===== config.mk =====
export PLATFORM = sky130hd
export DESIGN_NAME = hatc_ctrl
export DESIGN_NICKNAME = d
export VERILOG_FILES = /design/src/hatc_pkg.sv /design/src/hatc_ctrl.sv
export VERILOG_INCLUDE_DIRS = /design/src /design/src/src
export SDC_FILE = /design/constraint.sdc
export NUM_CORES = 1
export LEC_CHECK = 0
export ABC_AREA = 0
export BUFFER_PORTS_ARGS = -buffer_cell sky130_fd_sc_hd__buf_4
export CAP_MARGIN = 20
export CORE_ASPECT_RATIO = 0.6
export CORE_UTILIZATION = 37
export CTS_BUF_LIST = sky130_fd_sc_hd__clkbuf_8
export CTS_CLUSTER_SIZE = 14
export DETAILED_ROUTE_END_ITERATION = 10
export PLACE_DENSITY_LB_ADDON = 0.08
export SYNTH_ARGS = -nofsm -noshare
export SYNTH_HDL_FRONTEND = slang
export SYNTH_SLANG_ARGS = --single-unit

===== constraint.sdc =====
create_clock -name clk -period 3.4 [get_ports clk]
set_input_delay 0.51 -clock clk [delete_from_list [all_inputs] [get_ports clk]]
set_output_delay 0.51 -clock clk [all_outputs]
set_load 0.1 [all_outputs]

===== src/hierarchical_affine_transform_compose_core_macros.svh =====
// ----------------------------------------------------------------------------
// Assertion macros for the affine transform compose core
// Immediate-consequence and next-cycle property forms, clocked on clk and
// held off while rst_n is low.
// ----------------------------------------------------------------------------
`ifndef HIERARCHICAL_AFFINE_TRANSFORM_COMPOSE_CORE_MACROS_SVH
`define HIERARCHICAL_AFFINE_TRANSFORM_COMPOSE_CORE_MACROS_SVH
`ifndef NO_ASSERTIONS
// antecedent implies consequent in the same cycle
`define HATC_ASSERT_SAME(lbl, ante, cons, msg) \
    lbl: assert property (@(posedge clk) disable iff (!rst_n) (ante) |-> (cons)) \
        else $error(msg);
// antecedent implies consequent in the next cycle
`define HATC_ASSERT_NEXT(lbl, ante, cons, msg) \
    lbl: assert property (@(posedge clk) disable iff (!rst_n) (ante) |=> (cons)) \
        else $error(msg);
`else
`define HATC_ASSERT_SAME(lbl, ante, cons, msg)
`define HATC_ASSERT_NEXT(lbl, ante, cons, msg)
`endif
`endif


===== src/hatc_pkg.sv =====
// ----------------------------------------------------------------------------
// hatc_pkg
// Shared command word, operation codes and fixed-point constants of the
// affine transform compose core.
// ----------------------------------------------------------------------------
package hatc_pkg;

    // multiplier operand codes
    localparam logic [3:0] MUL_NONE = 4'd0;
    localparam logic [3:0] MUL_X    = 4'd1;
    localparam logic [3:0] MUL_X2   = 4'd2;
    localparam logic [3:0] MUL_V    = 4'd3;
    localparam logic [3:0] MUL_Q    = 4'd4;
    localparam logic [3:0] MUL_S    = 4'd5;
    localparam logic [3:0] MUL_L    = 4'd6;
    localparam logic [3:0] MUL_C    = 4'd7;

    // writeback codes
    localparam logic [3:0] WB_NONE  = 4'd0;
    localparam logic [3:0] WB_MOD   = 4'd1;
    localparam logic [3:0] WB_X     = 4'd2;
    localparam logic [3:0] WB_CORR  = 4'd3;
    localparam logic [3:0] WB_CFIN  = 4'd4;
    localparam logic [3:0] WB_SC    = 4'd5;
    localparam logic [3:0] WB_L     = 4'd6;
    localparam logic [3:0] WB_LOAD  = 4'd7;
    localparam logic [3:0] WB_ADD   = 4'd8;
    localparam logic [3:0] WB_FINAL = 4'd9;

    // sequencer length
    localparam logic [5:0] LAST_STEP = 6'd51;

    // Q2.30 constants
    localparam logic [30:0] ONE_Q30     = 31'h4000_0000;
    localparam logic [32:0] HALF_PI_Q30 = 33'd1686629713;

    typedef struct packed {
        logic       capture;
        logic [3:0] mul_op;
        logic [3:0] mul_idx;
        logic [3:0] wb_op;
        logic [2:0] wb_idx;
        logic       fin_en;
        logic [2:0] fin_idx;
        logic       mem_rd;
        logic       mem_wr;
        logic       load_out;
    } cmd_t;

    // Horner divisors: sine terms first, then cosine terms
    function automatic logic [6:0] horner_k(input logic [2:0] idx);
        logic [6:0] k;
        case (idx)
            3'd0:    k = 7'd72;
            3'd1:    k = 7'd42;
            3'd2:    k = 7'd20;
            3'd3:    k = 7'd6;
            3'd4:    k = 7'd90;
            3'd5:    k = 7'd56;
            3'd6:    k = 7'd30;
            default: k = 7'd12;
        endcase
        return k;
    endfunction

    // reciprocals floor(2^32 / k) for the same divisors
    function automatic logic [29:0] horner_m(input logic [2:0] idx);
        logic [29:0] m;
        case (idx)
            3'd0:    m = 30'd59652323;
            3'd1:    m = 30'd102261126;
            3'd2:    m = 30'd214748364;
            3'd3:    m = 30'd715827882;
            3'd4:    m = 30'd47721858;
            3'd5:    m = 30'd76695844;
            3'd6:    m = 30'd143165576;
            default: m = 30'd357913941;
        endcase
        return m;
    endfunction

endpackage


===== src/hatc_ctrl.sv =====
// ----------------------------------------------------------------------------
// hatc_ctrl
// Request handshake and step sequencer; while running, issues one command word
// per cycle to the datapath; the last step waits while the output is full.
// ----------------------------------------------------------------------------
`include "hierarchical_affine_transform_compose_core_macros.svh"

module hatc_ctrl
(
    input  logic             clk,
    input  logic             rst_n,
    input  logic             in_valid,
    output logic             in_stall,
    output logic             out_valid,
    input  logic             out_stall,
    output hatc_pkg::cmd_t   cmd
);

    localparam logic ST_IDLE = 1'b0;
    localparam logic ST_RUN  = 1'b1;

    logic       state_reg, state_next;
    logic [5:0] step_reg, step_next;
    logic       out_valid_reg, out_valid_next;
    logic       accept;
    logic       out_free;
    hatc_pkg::cmd_t step_word;

    // decode one sequencer step
    function automatic hatc_pkg::cmd_t step_cmd(input logic [5:0] s);
        hatc_pkg::cmd_t c;
        c = '0;
        unique case (s) inside
            6'd0:
            begin
                c.mul_op = hatc_pkg::MUL_X;
                c.wb_op  = hatc_pkg::WB_MOD;
            end
            6'd1:
            begin
                c.wb_op  = hatc_pkg::WB_X;
                c.mem_rd = 1'b1;
            end
            6'd2:  c.mul_op = hatc_pkg::MUL_X2;
            6'd3, 6'd6, 6'd9, 6'd12, 6'd16, 6'd19, 6'd22, 6'd25, 6'd28:
                c.mul_op = hatc_pkg::MUL_V;
            6'd4, 6'd7, 6'd10, 6'd13, 6'd17, 6'd20, 6'd23, 6'd26:
                c.mul_op = hatc_pkg::MUL_Q;
            6'd5, 6'd8, 6'd11, 6'd14, 6'd18, 6'd21, 6'd24, 6'd27:
                c.wb_op = hatc_pkg::WB_CORR;
            6'd15: c.mul_op = hatc_pkg::MUL_S;
            6'd29: c.wb_op  = hatc_pkg::WB_CFIN;
            6'd30: c.wb_op  = hatc_pkg::WB_SC;
            6'd31:
            begin
                c.mul_op  = hatc_pkg::MUL_L;
                c.mul_idx = 4'd0;
            end
            6'd32, 6'd33, 6'd34:
            begin
                c.mul_op  = hatc_pkg::MUL_L;
                c.mul_idx = 4'(s - 6'd31);
                c.wb_op   = hatc_pkg::WB_L;
                c.wb_idx  = 3'(s - 6'd32);
            end
            6'd35:
            begin
                c.wb_op  = hatc_pkg::WB_L;
                c.wb_idx = 3'd3;
            end
            6'd50: c.wb_op = hatc_pkg::WB_FINAL;
            6'd51:
            begin
                c.mem_wr   = 1'b1;
                c.load_out = 1'b1;
            end
            default: c.mul_op = hatc_pkg::MUL_NONE;
        endcase

        // Horner divisor select: sine terms, then cosine terms
        unique case (s) inside
            6'd4, 6'd5:   c.mul_idx = 4'd0;
            6'd7, 6'd8:   c.mul_idx = 4'd1;
            6'd10, 6'd11: c.mul_idx = 4'd2;
            6'd13, 6'd14: c.mul_idx = 4'd3;
            6'd17, 6'd18: c.mul_idx = 4'd4;
            6'd20, 6'd21: c.mul_idx = 4'd5;
            6'd23, 6'd24: c.mul_idx = 4'd6;
            6'd26, 6'd27: c.mul_idx = 4'd7;
            default:      c.mul_idx = c.mul_idx;
        endcase

        // composition: one product a cycle, pairs summed, then clamped
        if (s >= 6'd36 && s <= 6'd47)
        begin
            c.mul_op  = hatc_pkg::MUL_C;
            c.mul_idx = 4'(s - 6'd36);
        end
        if (s >= 6'd37 && s <= 6'd47 && s[0])
            c.wb_op = hatc_pkg::WB_LOAD;
        if (s >= 6'd38 && s <= 6'd48 && !s[0])
            c.wb_op = hatc_pkg::WB_ADD;
        if (s >= 6'd39 && s <= 6'd49 && s[0])
        begin
            c.fin_en  = 1'b1;
            c.fin_idx = 3'((s - 6'd39) >> 1);
        end
        return c;
    endfunction

    assign accept    = in_valid && (state_reg == ST_IDLE);
    assign out_free  = !out_valid_reg || !out_stall;
    assign in_stall  = (state_reg != ST_IDLE);
    assign out_valid = out_valid_reg;
    assign step_word = step_cmd(step_reg);

    // issue the step command; hold the last step while the output is full
    always_comb
    begin
        cmd         = '0;
        cmd.capture = accept;
        state_next  = state_reg;
        step_next   = step_reg;
        unique case (state_reg)
            ST_IDLE:
            begin
                if (accept)
                begin
                    state_next = ST_RUN;
                    step_next  = 6'd0;
                end
            end
            ST_RUN:
            begin
                if (step_reg == hatc_pkg::LAST_STEP)
                begin
                    if (out_free)
                    begin
                        cmd        = step_word;
                        state_next = ST_IDLE;
                    end
                end
                else
                begin
                    cmd       = step_word;
                    step_next = step_reg + 6'd1;
                end
            end
            default: state_next = ST_IDLE;
        endcase
    end

    // output valid: set on load, drop on take
    always_comb
    begin
        out_valid_next = out_valid_reg;
        if (cmd.load_out)
            out_valid_next = 1'b1;
        else if (out_valid_reg && !out_stall)
            out_valid_next = 1'b0;
    end

    always_ff @(posedge clk or negedge rst_n)
    begin
        if (!rst_n)
        begin
            state_reg     <= ST_IDLE;
            step_reg      <= 6'd0;
            out_valid_reg <= 1'b0;
        end
        else
        begin
            state_reg     <= state_next;
            step_reg      <= step_next;
            out_valid_reg <= out_valid_next;
        end
    end

    `HATC_ASSERT_NEXT(a_start, in_valid && !in_stall, state_reg == ST_RUN && step_reg == 6'd0, "request accepted but sequencer did not start")
    `HATC_ASSERT_SAME(a_step_range, state_reg == ST_RUN, step_reg <= hatc_pkg::LAST_STEP, "step counter past last step")
    `HATC_ASSERT_SAME(a_load_free, cmd.load_out, !out_valid_reg || !out_stall, "result loaded over a pending result")

endmodule


Word-level counts from Yosys, hierarchy flattened. Cells that the tools add are included.

Flip-flop bits (word level): 8. Input bits: 4.

Reduce and logical (&&, ||, !) cells: 30. Eq/ne operators: 39. $lt $le $gt $ge: 7. Add/sub/neg operators: 5. Bitwise gates (word level): 1. Muxes and demuxes: 23.

Operators by type and width (number): $eq 6x5->1 const B (16); $mux 23 (3); $eq 6x4->1 const B (8); $eq 6x6->1 const B (6); $pmux 4 s8 (1); $pmux 4 s7 (1); $eq 6x3->1 const B (4); $ge 6x6->1 const B (4); $le 6x6->1 const B (3); $pmux 3 s6 (1); $mux 4 (4); $reduce_or 2->1 (8); $reduce_or 8->1 (2); $eq 6x2->1 const B (2); $mux 6 (2); $pmux 6 s2 (1); $logic_and 1x1->1 (9); $reduce_or 9->1 (1); $mux 8 (1); $reduce_or 4->1 (2); $sub 4x3->4 const B (2); $add 6x1->6 const B (1); $eq 6x1->1 const B (1); $logic_not 6->1 (1); 13 further kinds (21).

Longest topological paths before layout. Gate-level depths: netlist of run 1.

Depth in word-level cells: 9. Gate-level depth with buffers: 8. Mapped depth without buffers: 7.

Least setup slack after synthesis of run 1. No wires, ideal clock.

Path type: flip-flop to output port. From: register state_reg, in the netlist in_stall. To: output port cmd[9] (netlist bit). Buffers on the path: 1. Arrival time: 4.239 ns. Required time: 2.890 ns. Path slack: -1.349 ns. Stages on the path, launching flop included: 4. Cells stage by stage: dfrtp_1 > clkbuf_2 > o21ai_4 > nor4_1.

RTL lines: from (decl) (line hatc_ctrl.sv:22) `logic state_reg, state_next;`; from (signal assigned) (line hatc_ctrl.sv:173) `state_reg <= state_next;`; to (decl) (line hatc_ctrl.sv:16) `output hatc_pkg::cmd_t cmd`.

==> results of run 1 <==
[cell type report]
type,instances,share of cell area (%)
Clock buffer,3,2.64
Timing Repair Buffer,31,14.9
Inverter,7,1.68
Multi-Input combinational cell,143,64.4
Tap cell,45,3.60
Sequential cell,8,12.8
[per-stage QoR]
stage                     setup TNS, ns  instances  hold slack (ns)  util [%]  instance area, µm²
after floorplan                  -0.317        175            0.214         -                1350
after global placement                0        234            0.334      46.1                1520
after detailed placement              0        234            0.335      46.1                1520
after CTS                             0        237           0.0930      47.3                1560
after global routing                  0        237           0.0971      47.3                1560
final                                 0        237           0.0937      47.3                1560
[per-layer routing]
metal  vias to the layer above  track usage (%)
met2                        69             31.0
met1                       672             36.7
met5                         -                0
li1                        671                -
met4                         0             1.85
met3                         0             4.57
[synthesized netlist by cell type (2+ instances only)]
master / instances / area [µm²]
o31a_1: 2 / 17.5
nor2_1: 11 / 41.3
dfrtp_1: 8 / 200
nand3_1: 10 / 50.1
a21boi_0: 2 / 15.0
o21ai_0: 10 / 50.1
clkbuf_1: 2 / 7.51
a32oi_1: 2 / 17.5
mux2i_1: 2 / 20.0
nand2b_1: 6 / 37.5
a221oi_1: 4 / 35.0
buf_4: 6 / 45.0
a31oi_1: 4 / 25.0
o22ai_1: 2 / 12.5
nor2b_1: 3 / 18.8
a22oi_1: 2 / 15.0
nor3_1: 2 / 10.0
o21ai_1: 2 / 10.0
or3_1: 4 / 25.0
a21oi_1: 10 / 50.1
inv_2: 2 / 7.51
ha_1: 12 / 150
nand4_1: 2 / 12.5
buf_2: 5 / 25.0
a21o_1: 2 / 15.0
nand2_1: 21 / 78.8
buf_6: 3 / 33.8
inv_1: 5 / 18.8
[logic make-up after synthesis]
group	after synthesis	share of synthesized area, %
AO/OA/AOI/OAI	55	29.8
XOR/XNOR	1	0.672
adder cells (fa/ha/maj)	12	11.5
buffers and inverters	24	10.9
flip-flops	8	15.4
multiplexers	3	2.69
other	1	0.288
AND/OR/NAND/NOR	71	28.8
[worst max-delay path by stage]
stage	startpoint	end	slack, ns	cells after the start
final	step_reg[1]$_DFFE_PN0P_	cmd[15]	0.16	7
after global routing	step_reg[1]$_DFFE_PN0P_	cmd[15]	0.09	7
after CTS	step_reg[1]$_DFFE_PN0P_	cmd[15]	0.21	7
after detailed placement	step_reg[1]$_DFFE_PN0P_	cmd[15]	0.46	7
after global placement	step_reg[1]$_DFFE_PN0P_	cmd[15]	0.62	7
after floorplan	in_stall$_DFF_PN0_	cmd[9]	-0.19	3
[worst reg2reg max path, cell delays in order (launching register included)]
cell	delay, ns
dfrtp_1	0.45
inv_1	0.24
ha_1	0.40
nand4_2	0.23
nand2_1	0.16
buf_4	0.18
mux2_4	0.31
o22ai_1	0.12
==> results.json, run 1 <==
{
  "crit_chain": "inv_1 -> ha_1 -> nor3_2 -> nor2_2 -> a2111oi_0 -> a221oi_2 -> buf_4",
  "top_layer_used": "met3",
  "async_reset_ff_share_pct": 100,
  "grt_max_degree": 20,
  "initial_core_util_pct": 39.5,
  "root_buffer": "clkbuf_8",
  "multi_input_area_um2": 1010,
  "critPathCaptureType": "output pin",
  "cts_num_sinks": 8,
  "timing.rr.start": "step_reg[2]$_DFFE_PN0P_",
  "syn_to_final_growth_pct": 20.0,
  "slowest_delay_ns": 0.60,
  "syn_avg_cell_area_um2": 7.45,
  "worst-path-buf-inv": 2,
  "rr_endpoint": "step_reg[2]$_DFFE_PN0P_",
  "drtAntennaViolNets": 0,
  "hold_class": "in2async",
  "antenna_cells": 0,
  "wl_mm": 3.99,
  "final_cell_mix": "buf_4 (31), nand2_1 (21), ha_1 (12)",
  "hpwl_mm": 2.97,
  "r2r_setup_slack_ns": 1.23,
  "crit_type": "reg2out",
  "syn-num-nets": 191,
  "synthesis.instances": 175,
  "path_delay_family": "compound AO/OA/AOI/OAI gates",
  "num_vias": 1412,
  "die-height_um": 48.0,
  "tightest_slew_ns": 0.646,
  "grt_overflow": 0,
  "period_needed_ns": 3.24,
  "largest_reg_flops": 6,
  "wl_met2_mm": 1.56,
  "fmax_mhz": 309,
  "worst_slack_ns": 0.164,
  "hold_viol": 0,
  "clk_latency_ns": 0.23,
  "drt-met1-wl_mm": 2.12,
  "fillerInstances": 355,
  "dieWidth_um": 78.6,
  "drcViolationCount": 0,
  "r2r_cells": 7,
  "maxSlewViolCount": 0,
  "final_common_cell": "buf_4",
  "cp.arrival_ns": 2.73,
  "maxSlewHeadroom_pct": 56.9,
  "ys_seq_area_share_pct": 15.4,
  "crit_path_max_fanout": 11,
  "synth_warnings": 0,
  "register_area_um2": 200,
  "via_per_inst": 5.96,
  "wl_per_cell_um": 16.8,
  "crit_required_ns": 2.89,
  "core_area_um2": 3300,
  "routabilityCongestion": 0.973,
  "htreeDepth": 1,
  "hold_buffers": 0,
  "skew_ns": 0.00252,
  "cts_repair_resize_count": 0,
  "pre_cts_ws_ns": 0.464,
  "outcome": "complete, no violations",
  "layout.nets": 210,
  "antenna_found_initial": 0,
  "met3_length_um": 313,
  "numCtsBuffers": 3,
  "max-clock-path-buffers": 2,
  "die-area_um2": 3770,
  "synthesis.area_um2": 1300,
  "cpMaxStageDelayCell": "a2111oi_0",
  "dr.pass1.iters": 5,
  "cts_setup_buffers": 0,
  "rsz0062_at_grt": "no",
  "timing.final.crit_share_pct": 95.2,
  "drt_iter0_markers": 171,
  "yosys.cell_types.count": 57,
  "grt_pass1_vias": 1198,
  "drv_cap": 0,
  "clk_pin_slew_ns": 0.04,
  "io_buffer_count": 27,
  "synth_seq_cells": 8,
  "start_kind": "register",
  "pin_count": 29,
  "grt_pass1_wl_mm": 6.44,
  "synth_edf_count": 0,
  "synth_flop_cell": "dfrtp_1",
  "setup_viol": 0,
  "drive_gt1_share_pct": 28.6,
  "cts_tree": "built",
  "grt_usage_pct": 22.8,
  "placement_rows": 16
}
Power of run 1 is left out: the tool's default activity adds up to more than one toggle a clock period on the data nets, which glitch-free logic cannot reach.
==> run 2: changes to the inputs <==
--- a/config.mk
+++ b/config.mk
@@ -12,3 +12,3 @@
 export CORE_ASPECT_RATIO = 0.6
-export CORE_UTILIZATION = 37
+export CORE_UTILIZATION = 35
 export CTS_BUF_LIST = sky130_fd_sc_hd__clkbuf_8
==> constraint.sdc (replaced) <==
create_clock -name clk -period 3.4 [get_ports clk]
set_input_delay 0.34 -clock clk [delete_from_list [all_inputs] [get_ports clk]]
set_output_delay 0.34 -clock clk [all_outputs]
set_load 0.1 [all_outputs]
==> results.json, run 2 (same netlist as run 1, synthesis figures left out) <==
{
  "crit_path_max_fanout": 11,
  "grt_overflow": 0,
  "setup_viol": 0,
  "cts_tree": "built",
  "drt_iter0_markers": 147,
  "grt_pass1_vias": 1244,
  "rr_endpoint": "step_reg[2]$_DFFE_PN0P_",
  "htreeDepth": 1,
  "largest_reg_flops": 6,
  "drcViolationCount": 0,
  "drive_gt1_share_pct": 27.1,
  "dr.pass1.iters": 4,
  "numCtsBuffers": 3,
  "wl_per_cell_um": 16.8,
  "die-height_um": 49.3,
  "grt_max_degree": 20,
  "core_area_um2": 3400,
  "timing.final.crit_share_pct": 89.1,
  "cts_setup_buffers": 0,
  "antenna_cells": 0,
  "critPathCaptureType": "output pin",
  "max-clock-path-buffers": 2,
  "postPlaceCellArea_um2": 1510,
  "drtAntennaViolNets": 0,
  "min_to": "in_stall$_DFF_PN0_",
  "tightest_slew_ns": 0.668,
  "syn_to_final_growth_pct": 19.7,
  "num_vias": 1386,
  "cts_num_sinks": 8,
  "final_cell_count_no_fill": 237,
  "clk_latency_ns": 0.22,
  "grt_usage_pct": 21.4,
  "antenna_found_initial": 0,
  "hp-start": "in_valid",
  "final_common_cell": "buf_4",
  "io_buffer_count": 27,
  "place_inst": 233,
  "fillerInstances": 346,
  "dieWidth_um": 80.8,
  "layout.nets": 210,
  "crit_required_ns": 3.06,
  "routabilityCongestion": 0.888,
  "worstHoldPathCells": 3,
  "pin_count": 29,
  "maxSlewHeadroom_pct": 55.5,
  "r2r_cells": 7,
  "die-area_um2": 3980,
  "via_per_inst": 5.85,
  "hold_viol": 0,
  "grt_pass1_wl_mm": 6.53,
  "clk_pin_slew_ns": 0.04,
  "design_area_um2": 1560,
  "initial_core_util_pct": 38.3,
  "hold_class": "in2reg",
  "timing.rr.start": "step_reg[2]$_DFFE_PN0P_",
  "wl_mm": 3.99,
  "outcome": "complete, no violations",
  "cp.arrival_ns": 2.69,
  "crit_type": "reg2out",
  "root_buffer": "clkbuf_8",
  "fmax_mhz": 330,
  "r2r_setup_slack_ns": 1.25,
  "skew_ns": 0.000576,
  "final_cell_mix": "buf_4 (30), nand2_1 (21), ha_1 (12), nor2_1 (11)",
  "hpwl_mm": 3.06,
  "period_needed_ns": 3.03,
  "drv_cap": 0,
  "rsz0062_at_grt": "no",
  "start_kind": "register",
  "maxSlewViolCount": 0,
  "placement_rows": 16
}
## run 2: critical path: stages, from the launching register on
cell and delay, ns:
dfrtp_1 0.46, inv_1 0.19, ha_1 0.36, nor3_2 0.33, nor2_2 0.14, a2111oi_0 0.59, a221oi_2 0.13, buf_4 0.26
## run 2: worst max path at each step
stage	startpoint	cells after the start	slack (ns)	end
2_1_floorplan	in_stall$_DFF_PN0_	3	-0.02	cmd[9]
3_3_place_gp	step_reg[2]$_DFFE_PN0P_	8	0.70	cmd[3]
3_5_place_dp	step_reg[1]$_DFFE_PN0P_	7	0.63	cmd[15]
4_1_cts	step_reg[1]$_DFFE_PN0P_	7	0.38	cmd[15]
5_1_grt	step_reg[1]$_DFFE_PN0P_	7	0.23	cmd[15]
6_report	step_reg[1]$_DFFE_PN0P_	7	0.37	cmd[15]
## run 2: repair_timing
item,4_1_cts,5_1_grt
endpoints found under the hold margin,8,0
setup endpoints to repair,0,0
hold buffers,1,0
gates resized for setup,0,0
## run 2: layout make-up
type	instances	area, µm²	share of cell area (%)
Clock buffer	3	41.3	2.65
Inverter	7	26.3	1.68
Multi-Input combinational cell	143	1000	64.2
Sequential cell	8	200	12.8
Tap cell	45	56.3	3.61
Timing Repair Buffer	31	235	15.1
## run 2: stage by stage
stage	hold slack (ns)	worst slack (ns)	TNS, ns	utilization, %
4_1_cts	0.364	0.384	0	45.8
3_5_place_dp	0.167	0.627	0	44.3
3_3_place_gp	0.165	0.697	0	44.3
6_report	0.374	0.372	0	45.8
5_1_grt	0.387	0.229	0	45.8
2_1_floorplan	0.0444	-0.0209	-0.0209	-
## run 2: routing by layer
metal  track usage [%]  up-vias  share of wire, %  routed length (µm)
li1                  -      675                 -                   -
met1              33.5      642                50                1980
met2              28.7       67                40                1600
met3              5.79        2               9.9                 396
met4              3.27        0              0.33                  13
met5                 0        -                 0                   0
Power of run 2 is left out for the same reason.
